<file path="src/design/mscrc_pkg.sv">
// Package for the multi-standard CRC engine.
// Holds the mode codes and the unrolled byte-wide CRC update functions.
// No dependencies.
`timescale 1ns / 1ps

package mscrc_pkg;

	// Mode codes of the crc_mode register; other codes run as CRC-8
	typedef enum logic [2:0] {
		MODE_CRC8   = 3'd0,
		MODE_ARC    = 3'd1,
		MODE_MODBUS = 3'd2,
		MODE_DNP    = 3'd3,
		MODE_CRC32  = 3'd4
	} mode_t;

	localparam int CrcW = 32;

	localparam logic [CrcW-1:0] POLY_ARC   = 32'h0000_A001;
	localparam logic [CrcW-1:0] POLY_DNP   = 32'h0000_A6BC;
	localparam logic [CrcW-1:0] POLY_CRC32 = 32'hEDB8_8320;
	localparam logic [7:0]      POLY_CRC8  = 8'h07;

	localparam logic [CrcW-1:0] MASK_8  = 32'h0000_00FF;
	localparam logic [CrcW-1:0] MASK_16 = 32'h0000_FFFF;
	localparam logic [CrcW-1:0] MASK_32 = 32'hFFFF_FFFF;

	// LSB-first update of one byte, eight shift steps unrolled
	function automatic logic [CrcW-1:0] fold_reflected(input logic [CrcW-1:0] crc_in,
			input logic [7:0] data, input logic [CrcW-1:0] poly);
		logic [CrcW-1:0] c;
		c = crc_in ^ {24'd0, data};
		for (int i = 0; i < 8; i++) begin
			if (c[0]) begin
				c = (c >> 1) ^ poly;
			end else begin
				c = c >> 1;
			end
		end
		return c;
	endfunction

	// MSB-first CRC-8 update of one byte
	function automatic logic [7:0] fold_crc8(input logic [7:0] crc_in, input logic [7:0] data);
		logic [7:0] c;
		c = crc_in ^ data;
		for (int i = 0; i < 8; i++) begin
			if (c[7]) begin
				c = {c[6:0], 1'b0} ^ POLY_CRC8;
			end else begin
				c = {c[6:0], 1'b0};
			end
		end
		return c;
	endfunction

endpackage

</file>
<file path="src/design/mscrc_fold.sv">
// Byte fold of the CRC engine: reload, one-byte update and final xor per mode.
// Purely combinational; depends on mscrc_pkg.
`timescale 1ns / 1ps

module mscrc_fold import mscrc_pkg::*; (
	input  logic [2:0]      mode,
	input  logic [CrcW-1:0] crc_cur,
	input  logic [7:0]      data_byte,
	input  logic            message_start,
	output logic [CrcW-1:0] crc_next,
	output logic [CrcW-1:0] crc_result
);

	logic [CrcW-1:0] mask;
	logic [CrcW-1:0] init_val;
	logic [CrcW-1:0] xor_out;
	logic [CrcW-1:0] poly;
	logic            is_crc8;
	logic [CrcW-1:0] seed;
	logic [CrcW-1:0] folded;

	// per-mode constants
	always_comb begin
		mask     = MASK_16;
		init_val = '0;
		xor_out  = '0;
		poly     = POLY_ARC;
		is_crc8  = 1'b0;
		case (mode)
			MODE_ARC: begin
			end
			MODE_MODBUS: begin
				init_val = MASK_16;
			end
			MODE_DNP: begin
				poly    = POLY_DNP;
				xor_out = MASK_16;
			end
			MODE_CRC32: begin
				mask     = MASK_32;
				init_val = MASK_32;
				xor_out  = MASK_32;
				poly     = POLY_CRC32;
			end
			default: begin
				// CRC-8, also for the unused codes
				mask    = MASK_8;
				is_crc8 = 1'b1;
			end
		endcase
	end

	// reload or narrow the running value, then fold the byte
	always_comb begin
		seed = message_start ? init_val : (crc_cur & mask);
		if (is_crc8) begin
			folded = {24'd0, fold_crc8(seed[7:0], data_byte)};
		end else begin
			folded = fold_reflected(seed, data_byte, poly) & mask;
		end
	end

	assign crc_next   = folded;
	assign crc_result = (folded ^ xor_out) & mask;

endmodule

</file>
<file path="src/design/multi_standard_crc_engine_top.sv">
// Top level of the multi-standard CRC engine: input stage, running CRC,
// result register and mode register. Depends on mscrc_pkg and mscrc_fold.
`timescale 1ns / 1ps

// Usage
//   Input channel (in_valid / in_stall): data_byte with message_start, which
//   reloads the mode's initial value before the byte, and message_end.
//   Output channel (out_valid / out_stall): crc_value, the CRC of the message
//   so far after the final xor (upper bits zero for 8- and 16-bit modes), and
//   final_flag, a copy of message_end. Every item gives exactly one result.
//   Config channel (cfg_valid / cfg_ready): writes crc_mode (0 CRC-8,
//   1 CRC-16/ARC, 2 CRC-16/MODBUS, 3 CRC-16/DNP, 4 CRC-32, others CRC-8).
//   cfg_ready is always high; write only while no item is in flight.
// Timing
//   An accepted item sits in the input register, is folded combinationally
//   and lands in the result register once the receiver does not stall it.
//   One byte per cycle sustained while the receiver does not stall; the
//   running CRC register closes the only loop, one unrolled 8-bit fold deep.
// Reset and stall
//   Reset empties both registers, clears the running CRC to zero and the mode
//   to CRC-8. While the receiver stalls, the result holds; one more item can
//   wait in the input register, after which in_stall rises.

module multi_standard_crc_engine_top import mscrc_pkg::*; (
	input  logic            clk,
	input  logic            arst_n,
	// input items
	input  logic            in_valid,
	output logic            in_stall,
	input  logic [7:0]      data_byte,
	input  logic            message_start,
	input  logic            message_end,
	// result items
	output logic            out_valid,
	input  logic            out_stall,
	output logic [CrcW-1:0] crc_value,
	output logic            final_flag,
	// mode register write
	input  logic            cfg_valid,
	output logic            cfg_ready,
	input  logic [2:0]      crc_mode
);

	logic            valid_s1;
	logic [7:0]      byte_s1;
	logic            start_s1;
	logic            end_s1;
	logic            out_valid_q;
	logic [CrcW-1:0] crc_value_q;
	logic            final_q;
	logic [CrcW-1:0] crc_q;
	logic [2:0]      mode_q;
	logic            advance;
	logic            load_s1;
	logic [CrcW-1:0] crc_next;
	logic [CrcW-1:0] crc_result;

	// handshake control
	assign advance   = valid_s1 && (!out_valid_q || !out_stall);
	assign in_stall  = valid_s1 && !advance;
	assign load_s1   = in_valid && !in_stall;
	assign cfg_ready = 1'b1;

	// control state
	always_ff @(posedge clk or negedge arst_n) begin
		if (!arst_n) begin
			valid_s1    <= 1'b0;
			out_valid_q <= 1'b0;
			crc_q       <= '0;
			mode_q      <= MODE_CRC8;
		end else begin
			if (load_s1) begin
				valid_s1 <= 1'b1;
			end else if (advance) begin
				valid_s1 <= 1'b0;
			end
			if (advance) begin
				out_valid_q <= 1'b1;
				crc_q       <= crc_next;
			end else if (!out_stall) begin
				out_valid_q <= 1'b0;
			end
			if (cfg_valid && cfg_ready) begin
				mode_q <= crc_mode;
			end
		end
	end

	// input register
	always_ff @(posedge clk) begin
		if (load_s1) begin
			byte_s1  <= data_byte;
			start_s1 <= message_start;
			end_s1   <= message_end;
		end
	end

	// byte fold
	mscrc_fold u_fold (
		.mode          (mode_q),
		.crc_cur       (crc_q),
		.data_byte     (byte_s1),
		.message_start (start_s1),
		.crc_next      (crc_next),
		.crc_result    (crc_result)
	);

	// result register
	always_ff @(posedge clk) begin
		if (advance) begin
			crc_value_q <= crc_result;
			final_q     <= end_s1;
		end
	end

	assign out_valid  = out_valid_q;
	assign crc_value  = crc_value_q;
	assign final_flag = final_q;

	// checks
	a_fold_fills_result: assert property (@(posedge clk) disable iff (!arst_n)
		advance |=> out_valid_q)
		else $error("folded item did not reach the result register");

	a_no_overwrite: assert property (@(posedge clk) disable iff (!arst_n)
		out_valid_q && out_stall |-> !advance)
		else $error("result overwritten while stalled");

	a_crc8_narrow: assert property (@(posedge clk) disable iff (!arst_n)
		advance && (mode_q == MODE_CRC8 || mode_q > MODE_CRC32) |=> crc_q[CrcW-1:8] == '0)
		else $error("CRC-8 running value has upper bits set");

	a_crc16_narrow: assert property (@(posedge clk) disable iff (!arst_n)
		advance && (mode_q == MODE_ARC || mode_q == MODE_MODBUS || mode_q == MODE_DNP)
		|=> crc_q[CrcW-1:16] == '0)
		else $error("CRC-16 running value has upper bits set");

endmodule
</file>
<file path="config.mk">
export PLATFORM = sky130hd
export DESIGN_NAME = multi_standard_crc_engine_top
export DESIGN_NICKNAME = d
export VERILOG_FILES = /design/src/design/mscrc_pkg.sv /design/src/design/mscrc_fold.sv /design/src/design/multi_standard_crc_engine_top.sv
export SDC_FILE = /design/constraint.sdc
export NUM_CORES = 1
export LEC_CHECK = 0
export BUFFER_PORTS_ARGS = -buffer_cell sky130_fd_sc_hd__buf_4
export CORE_ASPECT_RATIO = 0.7
export CORE_MARGIN = 2
export CORE_UTILIZATION = 40
export DETAILED_ROUTE_END_ITERATION = 8
export MAX_ROUTING_LAYER = met4
export PLACE_DENSITY_LB_ADDON = 0.25
export REMOVE_ABC_BUFFERS = 1
export SYNTH_ARGS = -nofsm -noshare
export SYNTH_HDL_FRONTEND = slang
export SYNTH_SLANG_ARGS = --single-unit
</file>
<file path="constraint.sdc">
create_clock -name clk -period 4.8 [get_ports clk]
set_input_delay 0 -clock clk [delete_from_list [all_inputs] [get_ports clk]]
set_output_delay 0 -clock clk [all_outputs]
set_load 0.05 [all_outputs]
</file>
==> results of run 1 <==
## registers in the layout (all words and copies together), names as in the netlist
name,flops
final_flag,1
mode_q,3
end_s1,1
out_valid,1
byte_s1,8
valid_s1,1
crc_q,32
crc_value,32
start_s1,1
## through the flow
step | power, mW | instance area, sq um | instances | hold slack [ps] | util
floorplan | 3.65 | 5590 | 555 | -296 | -
global placement | 4.54 | 6450 | 827 | 14.6 | 0.460
detailed placement | 4.58 | 6450 | 827 | 33.2 | 0.460
CTS | 5.47 | 7000 | 861 | 45.7 | 0.500
global route | 5.83 | 7010 | 861 | 54.0 | 0.500
finish | 5.50 | 7010 | 861 | 102 | 0.500
## cell type report
type / count / area share
inverter: 10 / 0.00536
clock buffer: 11 / 0.0346
timing repair buffer: 100 / 0.114
tap: 190 / 0.0339
clock inverter: 5 / 0.0184
multi-input combinational: 465 / 0.478
sequential: 80 / 0.316
## final timing paths
kind	start	end	cells past startpoint
max	mode_q[1]$_DFFE_PN0P_	crc_value[12]$_DFFE_PP_	12
min	crc_mode[0]	mode_q[0]$_DFFE_PN0P_	3
max reg2reg	mode_q[1]$_DFFE_PN0P_	crc_value[12]$_DFFE_PP_	12
min reg2reg	end_s1$_DFFE_PP_	final_flag$_DFFE_PP_	0
max in group asynchronous	arst_n	crc_q[30]$_DFFE_PN0P_	2
min in group asynchronous	arst_n	crc_q[10]$_DFFE_PN0P_	2
## cells in the final DEF, fill, tap and decap left out, types with 6 or more instances in the layout
| cell | instances |
|---|---|
| mux2i_1 | 10 |
| xor2_1 | 19 |
| edfxtp_1 | 43 |
| mux2_2 | 6 |
| dfrtp_1 | 37 |
| nor3_1 | 8 |
| inv_1 | 9 |
| a22oi_1 | 8 |
| o22ai_1 | 8 |
| o211ai_1 | 8 |
| a21oi_1 | 18 |
| nor2_1 | 76 |
| xnor2_1 | 83 |
| nand3_1 | 12 |
| o21ai_0 | 32 |
| a22o_1 | 16 |
| xnor3_1 | 10 |
| clkbuf_16 | 9 |
| buf_4 | 82 |
| and2_1 | 10 |
| nand2_1 | 41 |
| a31oi_1 | 8 |
| dlygate4sd3_1 | 18 |
## critical path, delay by kind of cell (launching register included)
family,cells,cell delay (ps)
xor+xnor,2,740
simple gates,2,570
mux,2,580
buf+inv,1,240
compound gates,5,1590
flops,1,410
## report_power, final
group	total, mW	switching, mW	internal, mW
clock	0.857	0.280	0.576
combinational	3.54	2.06	1.48
sequential	1.11	0.122	0.983
## metal layers
metal | vias to the layer above | global-route usage
li1 | 2274 | -
met4 | 0 | 0.0460
met5 | - | -
met3 | 14 | 0.0541
met1 | 2388 | 0.381
met2 | 225 | 0.334
## kinds of logic (layout without fill, tap and decap cells)
group,Yosys count,count (layout),synth area share
muxes,17,17,0.0329
DFF,80,80,0.383
and+or+nand+nor,182,182,0.147
other,1,1,0.000648
xor gates and xnor gates,119,119,0.216
buffers and inverters,50,126,0.0400
AOI/OAI and AO/OA,146,146,0.181
## repair_timing
item | 4_1_cts | 5_1_grt
hold buffers | 18 | 0
gates resized for setup | 0 | 1
buffers inserted | 0 | 0
endpoints found under the hold margin | 51 | 0
setup endpoints to repair | 0 | 2
==> results_dict.tcl, run 1 <==
set metrics [dict create \
    status "finished, final reports clean" \
    cts_tree "built" \
    grt-ovfl-total 0 \
    track_usage 0.248 \
    pwr_density_cell_nw_per_um2 785 \
    die_y_um 105 \
    htree_levels 3 \
    areaGrowthSynthToFinish_pct 21.0 \
    clk_latency_ps 340 \
    vias_per_cell 5.69 \
    synthMostInstantiatedCell "xnor2_1" \
    wire_per_inst_um 20.8 \
    clockBufferDepth 2 \
    path_cells "xor2_2 > a31oi_1 > a211oi_1 > o211ai_1 > a32oi_4 > buf_4 > xnor2_1 > mux2_2 > mux2i_1 > nor4_2 > o21bai_1 > nand2_1" \
    yosysWarnings 0 \
    antenna_found_initial 0 \
    syn_area_per_cell_sq_um 9.73 \
    io_buffers 52 \
    startpoint_type "flip-flop" \
    fin_crit_sh 0.916 \
    synth_async_sr_flop_share 0.463 \
    cp.required_ps 4900 \
    dr.pass1.iters 5 \
    multiInputGateArea_sq_um 3350 \
    skew_ps 5.95 \
    fillers 1323 \
    grt_max_degree 39 \
    rrSetupSlack_ps 400 \
    min_path_type "input port to flip-flop" \
    yosysTopAreaCell "edfxtp_1" \
    slew_headroom 0.299 \
    dr_wl_met2_um 7420 \
    synth-edff-count 43 \
    cts_sinks 80 \
    worstMarginPinSlew_ps 1050 \
    synth_commonest_cells "xnor2_1, nor2_1, edfxtp_1, nand2_1, dfrtp_1" \
    met3_length_um 1490 \
    grt_pass1_vias 4747 \
    min_period_ps 4400 \
    drtIter0Drc 465 \
    finalSetupViolCount 0 \
    synthCells 595 \
    seq_area_frac_synth 0.383 \
    synth_top_area_frac 0.223 \
    rows 36 \
    arrival_ps 4490 \
    setup_tns_ps 0 \
    ys_ff_latch 80 \
    path_class "flip-flop to flip-flop" \
    cts.clk_slew.worst_paths_ps 60 \
    slew_viol_final 0 \
    synth_cell_types 73 \
    antenna_cells 0 \
    syn-cell-area_sq_um 5790 \
    cp_max_fo 13 \
    wl_um 17900 \
    finalHoldViolations 0 \
    core-area_sq_um 14000 \
    drv_cap 0 \
    crit_path_end_kind "flip-flop" \
    cts_buffers 9 \
    drc 0 \
    worst_slack_ps 402 \
    seq_area_sq_um 2220 \
    die-area_sq_um 15500 \
    netlist_top_cells_area "edfxtp_1, dfrtp_1, xnor2_1" \
    wl_met1_um 8840 \
    vias 4901 \
    top_layer "met4" \
    place_ws_ps 267 \
    ant_nets 0 \
    synthFlopType "edfxtp_1" \
    rsz0062_at_grt "false" \
    power.leakage_nw 2.85 \
    initial_core_util 0.413 \
    place.gp.congestion 0.974 \
    slowest_stage "xor2_2" \
    slowest_delay_ps 510 \
    nets 684 \
    cts-root-buf "clkbuf_16" \
    dp_hpwl_um 13200 \
    die_x_um 148 \
    grt_pass1_wl_um 28300 \
    ir_worst_vdd_v 0.000283 \
    fmax_mhz 227 \
    io_pins 54 \
    drive_gt1_frac 0.192 \
]
No activity file was read; power rests on OpenSTA's default activity.
==> inputs of run 2 (changes only) <==
--- a/config.mk
+++ b/config.mk
@@ -6,10 +6,14 @@
 export NUM_CORES = 1
 export LEC_CHECK = 0
 export BUFFER_PORTS_ARGS = -buffer_cell sky130_fd_sc_hd__buf_4
+export CAP_MARGIN = 25
+export CELL_PAD_IN_SITES_DETAIL_PLACEMENT = 1
+export CELL_PAD_IN_SITES_GLOBAL_PLACEMENT = 1
 export CORE_ASPECT_RATIO = 0.7
 export CORE_MARGIN = 2
 export CORE_UTILIZATION = 40
 export DETAILED_ROUTE_END_ITERATION = 8
+export GPL_TIMING_DRIVEN = 0
 export MAX_ROUTING_LAYER = met4
 export PLACE_DENSITY_LB_ADDON = 0.25
 export REMOVE_ABC_BUFFERS = 1
==> results_dict.tcl, run 2 (same netlist as run 1, synthesis figures left out) <==
set metrics [dict create \
    status "finished, final reports clean" \
    cp_max_fo 20 \
    r2r_start "start_s1$_DFFE_PP_" \
    rsz0062_at_grt "true" \
    slew_viol_final 0 \
    core-area_sq_um 14000 \
    antenna_cells 0 \
    finalSetupViolCount 0 \
    nets 672 \
    die_x_um 148 \
    htree_levels 3 \
    io_buffers 52 \
    vias_per_cell 5.79 \
    crit_path_end_kind "flip-flop" \
    path_cells "buf_16 > clkinvlp_4 > a221oi_2 > or2_1 > xnor3_1 > mux2i_1 > nand2_2 > mux2i_4 > xnor3_2 > xnor2_2 > xnor2_1 > nor2_1" \
    wl_um 18800 \
    dr_wl_met2_um 8360 \
    slowest_delay_ps 560 \
    grt_pass1_wl_um 29200 \
    min_period_ps 4680 \
    slew_headroom 0.369 \
    initial_core_util 0.413 \
    mostFrequentLayoutCell "xnor2_1" \
    ir_worst_vdd_v 0.000341 \
    drv_cap 0 \
    min_path_type "input port to asynchronous set/reset pin" \
    grt-ovfl-total 0 \
    rrSetupSlack_ps 120 \
    clockBufferDepth 2 \
    skew_ps 6.42 \
    ant_nets 0 \
    die-area_sq_um 15500 \
    finalHoldViolations 0 \
    met3_length_um 1210 \
    setup_tns_ps 0 \
    dr.pass1.iters 5 \
    top_layer "met4" \
    fillers 1559 \
    cts_sinks 80 \
    power_mw 5.27 \
    grt_pass1_vias 5011 \
    timing.hold.ws_ps 192 \
    track_usage 0.255 \
    cp.required_ps 4890 \
    rr_worst_depth 12 \
    io_pins 54 \
    die_y_um 105 \
    areaGrowthSynthToFinish_pct 19.7 \
    worstMarginPinSlew_ps 945 \
    grt_max_degree 44 \
    power.leakage_nw 2.77 \
    fmax_mhz 214 \
    cts-root-buf "clkbuf_16" \
    slowest_stage "a221oi_2" \
    drc 0 \
    path_buf_inv 2 \
    reg2reg_to "crc_value[23]$_DFFE_PP_" \
    startpoint_type "flip-flop" \
    rows 36 \
    drive_gt1_frac 0.193 \
    cts_buffers 9 \
    fin_crit_sh 0.975 \
    place.gp.congestion 0.921 \
    pwr_density_cell_nw_per_um2 761 \
    drtIter0Drc 373 \
    wire_per_inst_um 22.2 \
    antenna_found_initial 0 \
    wl_met1_um 9040 \
    vias 4918 \
    path_class "flip-flop to flip-flop" \
    cts.clk_slew.worst_paths_ps 60 \
    layout_common_cells "xnor2_1, nor2_1, buf_4" \
    cts_tree "built" \
    arrival_ps 4770 \
    dp_hpwl_um 12900 \
    crit_family "XOR/XNOR gates" \
    clk_latency_ps 350 \
]
run 2: cell types whose count changed in the layout (fill, tap and decap cells not counted), moves of 3 or more:
cell / delta
and2_2: +3
bufinv_16: -4
dfrtp_1: -3
and2_1: -3
xnor2_2: +3
buf_4: -16
xnor2_1: -3
run 2: stage by stage:
step	util	cell area, sq um	cells	worst slack (ps)
after global placement	0.444	6220	797	-930
after detailed placement	0.450	6310	802	-965
after CTS	0.486	6800	838	1.34
after global routing	0.495	6930	849	-35.9
final	0.495	6930	849	120
after floorplan	-	5590	555	401
run 2: per-layer routing:
metal | vias up | track usage
met4 | 0 | 0.0632
met5 | - | -
li1 | 2241 | -
met1 | 2520 | 0.359
met2 | 139 | 0.370
met3 | 18 | 0.0611
run 2: area by class of cell:
class | instances | area (sq um) | area share
clock buffers | 12 | 246 | 0.0356
multi-input cells | 466 | 3410 | 0.492
inverters | 10 | 41.3 | 0.00596
repair buffers | 87 | 746 | 0.108
clock inverters | 4 | 20.0 | 0.00289
well taps | 190 | 238 | 0.0343
flip-flops and latches | 80 | 2230 | 0.321
run 2: power by group:
| group | internal (mW) | switching [mW] | leakage, nW | total (mW) |
|---|---|---|---|---|
| logic | 1.43 | 2.09 | 1.75 | 3.52 |
| registers | 0.984 | 0.127 | 0.891 | 1.11 |
| clock network | 0.360 | 0.279 | 0.128 | 0.640 |
run 2: what timing repair did:
| item | CTS | global route |
|---|---|---|
| setup buffers | 2 | 8 |
| hold buffers | 18 | 0 |
| resized for setup | 8 | 11 |
| setup endpoints to repair | 59 | 37 |
| gates cloned | 0 | 1 |
| endpoints found under the hold margin | 52 | 0 |
| pin swaps | 1 | 4 |
run 2: worst max-delay path by stage:
stage                              endpoint             startpoint  cells after the start  slack, ps
finish              crc_value[23]$_DFFE_PP_     start_s1$_DFFE_PP_                     12        120
detailed placement  crc_value[15]$_DFFE_PP_  mode_q[1]$_DFFE_PN0P_                     11       -970
global placement    crc_value[23]$_DFFE_PP_     start_s1$_DFFE_PP_                     11       -930
global route        crc_value[23]$_DFFE_PP_     start_s1$_DFFE_PP_                     12        -40
CTS                 crc_value[15]$_DFFE_PP_  mode_q[0]$_DFFE_PN0P_                     11          1
floorplan           crc_value[20]$_DFFE_PP_     start_s1$_DFFE_PP_                     11        400
==> inputs of run 3 (changes only) <==
--- a/config.mk
+++ b/config.mk
@@ -17,6 +17,7 @@
 export MAX_ROUTING_LAYER = met4
 export PLACE_DENSITY_LB_ADDON = 0.25
 export REMOVE_ABC_BUFFERS = 1
+export SETUP_SLACK_MARGIN = 0.5
 export SYNTH_ARGS = -nofsm -noshare
 export SYNTH_HDL_FRONTEND = slang
 export SYNTH_SLANG_ARGS = --single-unit
==> results_dict.tcl, run 3 (same netlist as run 1, synthesis figures left out) <==
set metrics [dict create \
    status "finished, final reports clean" \
    drv_cap 0 \
    htree_levels 3 \
    place_ws_ps -965 \
    die_x_um 148 \
    cts_buffers 9 \
    worst_slack_ps 556 \
    antenna_found_initial 0 \
    initial_core_util 0.413 \
    areaGrowthSynthToFinish_pct 26.4 \
    grt_pass1_vias 5214 \
    min_period_ps 4240 \
    slew_headroom 0.376 \
    r2r_start "mode_q[2]$_DFFE_PN0P_" \
    rsz0062_at_grt "false" \
    io_buffers 52 \
    power_mw 5.55 \
    die-area_sq_um 15500 \
    wire_per_inst_um 22.9 \
    slew_viol_final 0 \
    grt_max_degree 43 \
    vias 5100 \
    fin_cells 874 \
    arrival_ps 4320 \
    finalHoldViolations 0 \
    dpl.cell_count 802 \
    startpoint_type "flip-flop" \
    rows 36 \
    ir_worst_vdd_v 0.000339 \
    finalSetupViolCount 0 \
    drtIter0Drc 367 \
    path_class "flip-flop to flip-flop" \
    mostFrequentLayoutCell "buf_4" \
    dp_hpwl_um 12900 \
    drc 0 \
    antenna_cells 0 \
    clk_latency_ps 360 \
    fin_crit_sh 0.884 \
    dr.pass1.iters 4 \
    drive_gt1_frac 0.253 \
    pwr_density_cell_nw_per_um2 759 \
    grt_pass1_wl_um 30200 \
    cts-root-buf "clkbuf_16" \
    place.gp.congestion 0.921 \
    core-area_sq_um 14000 \
    die_y_um 105 \
    io_pins 54 \
    layout_common_cells "buf_4, nor2_1, xnor2_1" \
    power.leakage_nw 2.95 \
    cp-startpoint "mode_q[2]$_DFFE_PN0P_" \
    cp_max_fo 9 \
    grt-ovfl-total 0 \
    worstMarginPinSlew_ps 930 \
    cts_sinks 80 \
    cts_tree "built" \
    cts.clk_slew.worst_paths_ps 60 \
    cp.required_ps 4880 \
    rr_worst_depth 12 \
    wl_um 20000 \
    fmax_mhz 236 \
    vias_per_cell 5.84 \
    skew_ps 8.06 \
    ant_nets 0 \
    min_path_type "input port to asynchronous set/reset pin" \
    clockBufferDepth 2 \
    track_usage 0.265 \
    crit_path_end_kind "flip-flop" \
    nets 697 \
    fillers 1555 \
]
==> run 3: through the flow <==
step	hold WS, ps	setup TNS, ps	area (sq um)	util
2_1_floorplan	-296	0	5590	-
3_3_place_gp	18.8	-35880	6220	0.444
3_5_place_dp	28.9	-30020	6310	0.450
4_1_cts	195	0	7030	0.502
5_1_grt	244	0	7310	0.522
6_report	192	0	7310	0.522
==> run 3: final timing paths <==
path / to / slack [ps]
setup / recovery: crc_value[2]$_DFFE_PP_ / 560
hold / removal: crc_q[3]$_DFFE_PN0P_ / 190
setup reg to reg: crc_value[2]$_DFFE_PP_ / 560
hold reg to reg: final_flag$_DFFE_PP_ / 420
max in group asynchronous: mode_q[2]$_DFFE_PN0P_ / 4160
min in group clk: end_s1$_DFFE_PP_ / 360
==> run 3: what timing repair did <==
item	CTS	global route
gates resized for setup	33	18
hold endpoints to repair	52	0
setup endpoints to repair	62	38
pin swaps	6	7
buffers inserted	11	22
hold buffers	18	0
gates cloned	2	1
==> run 3: critical path, cell delays in order (launching register included) <==
cell	delay [ps]
dfrtp_4	570
xor2_2	270
a211o_1	420
a211o_1	400
a21oi_4	250
buf_4	160
xnor3_1	320
or3_1	420
and2_4	270
xnor3_1	380
nor2_1	200
xnor2_1	190
a21oi_1	120
==> run 3: layer usage <==
metal  global-route usage  share of wire  wire length [um]  up-vias
met4               0.0728          0.017               335        0
li1                     -              -                 -     2290
met1                0.359           0.47              9400     2590
met2                0.384           0.44              8870      181
met3               0.0825          0.070              1410       39
met5                    -              0                 0        -
==> run 3: final cells by class <==
| class | instances | area (sq um) | share of cell area |
|---|---|---|---|
| multi-input cells | 468 | 3620 | 0.495 |
| flip-flops and latches | 80 | 2230 | 0.304 |
| repair buffers | 110 | 920 | 0.126 |
| clock buffers | 12 | 246 | 0.0337 |
| well taps | 190 | 238 | 0.0325 |
| inverters | 10 | 41.3 | 0.00564 |
| clock inverters | 4 | 20.0 | 0.00274 |
==> run 3: where the power goes <==
part	switching [mW]	internal, mW
sequential	0.128	0.985
clock	0.280	0.360
combinational	2.20	1.61
total	2.60	2.95
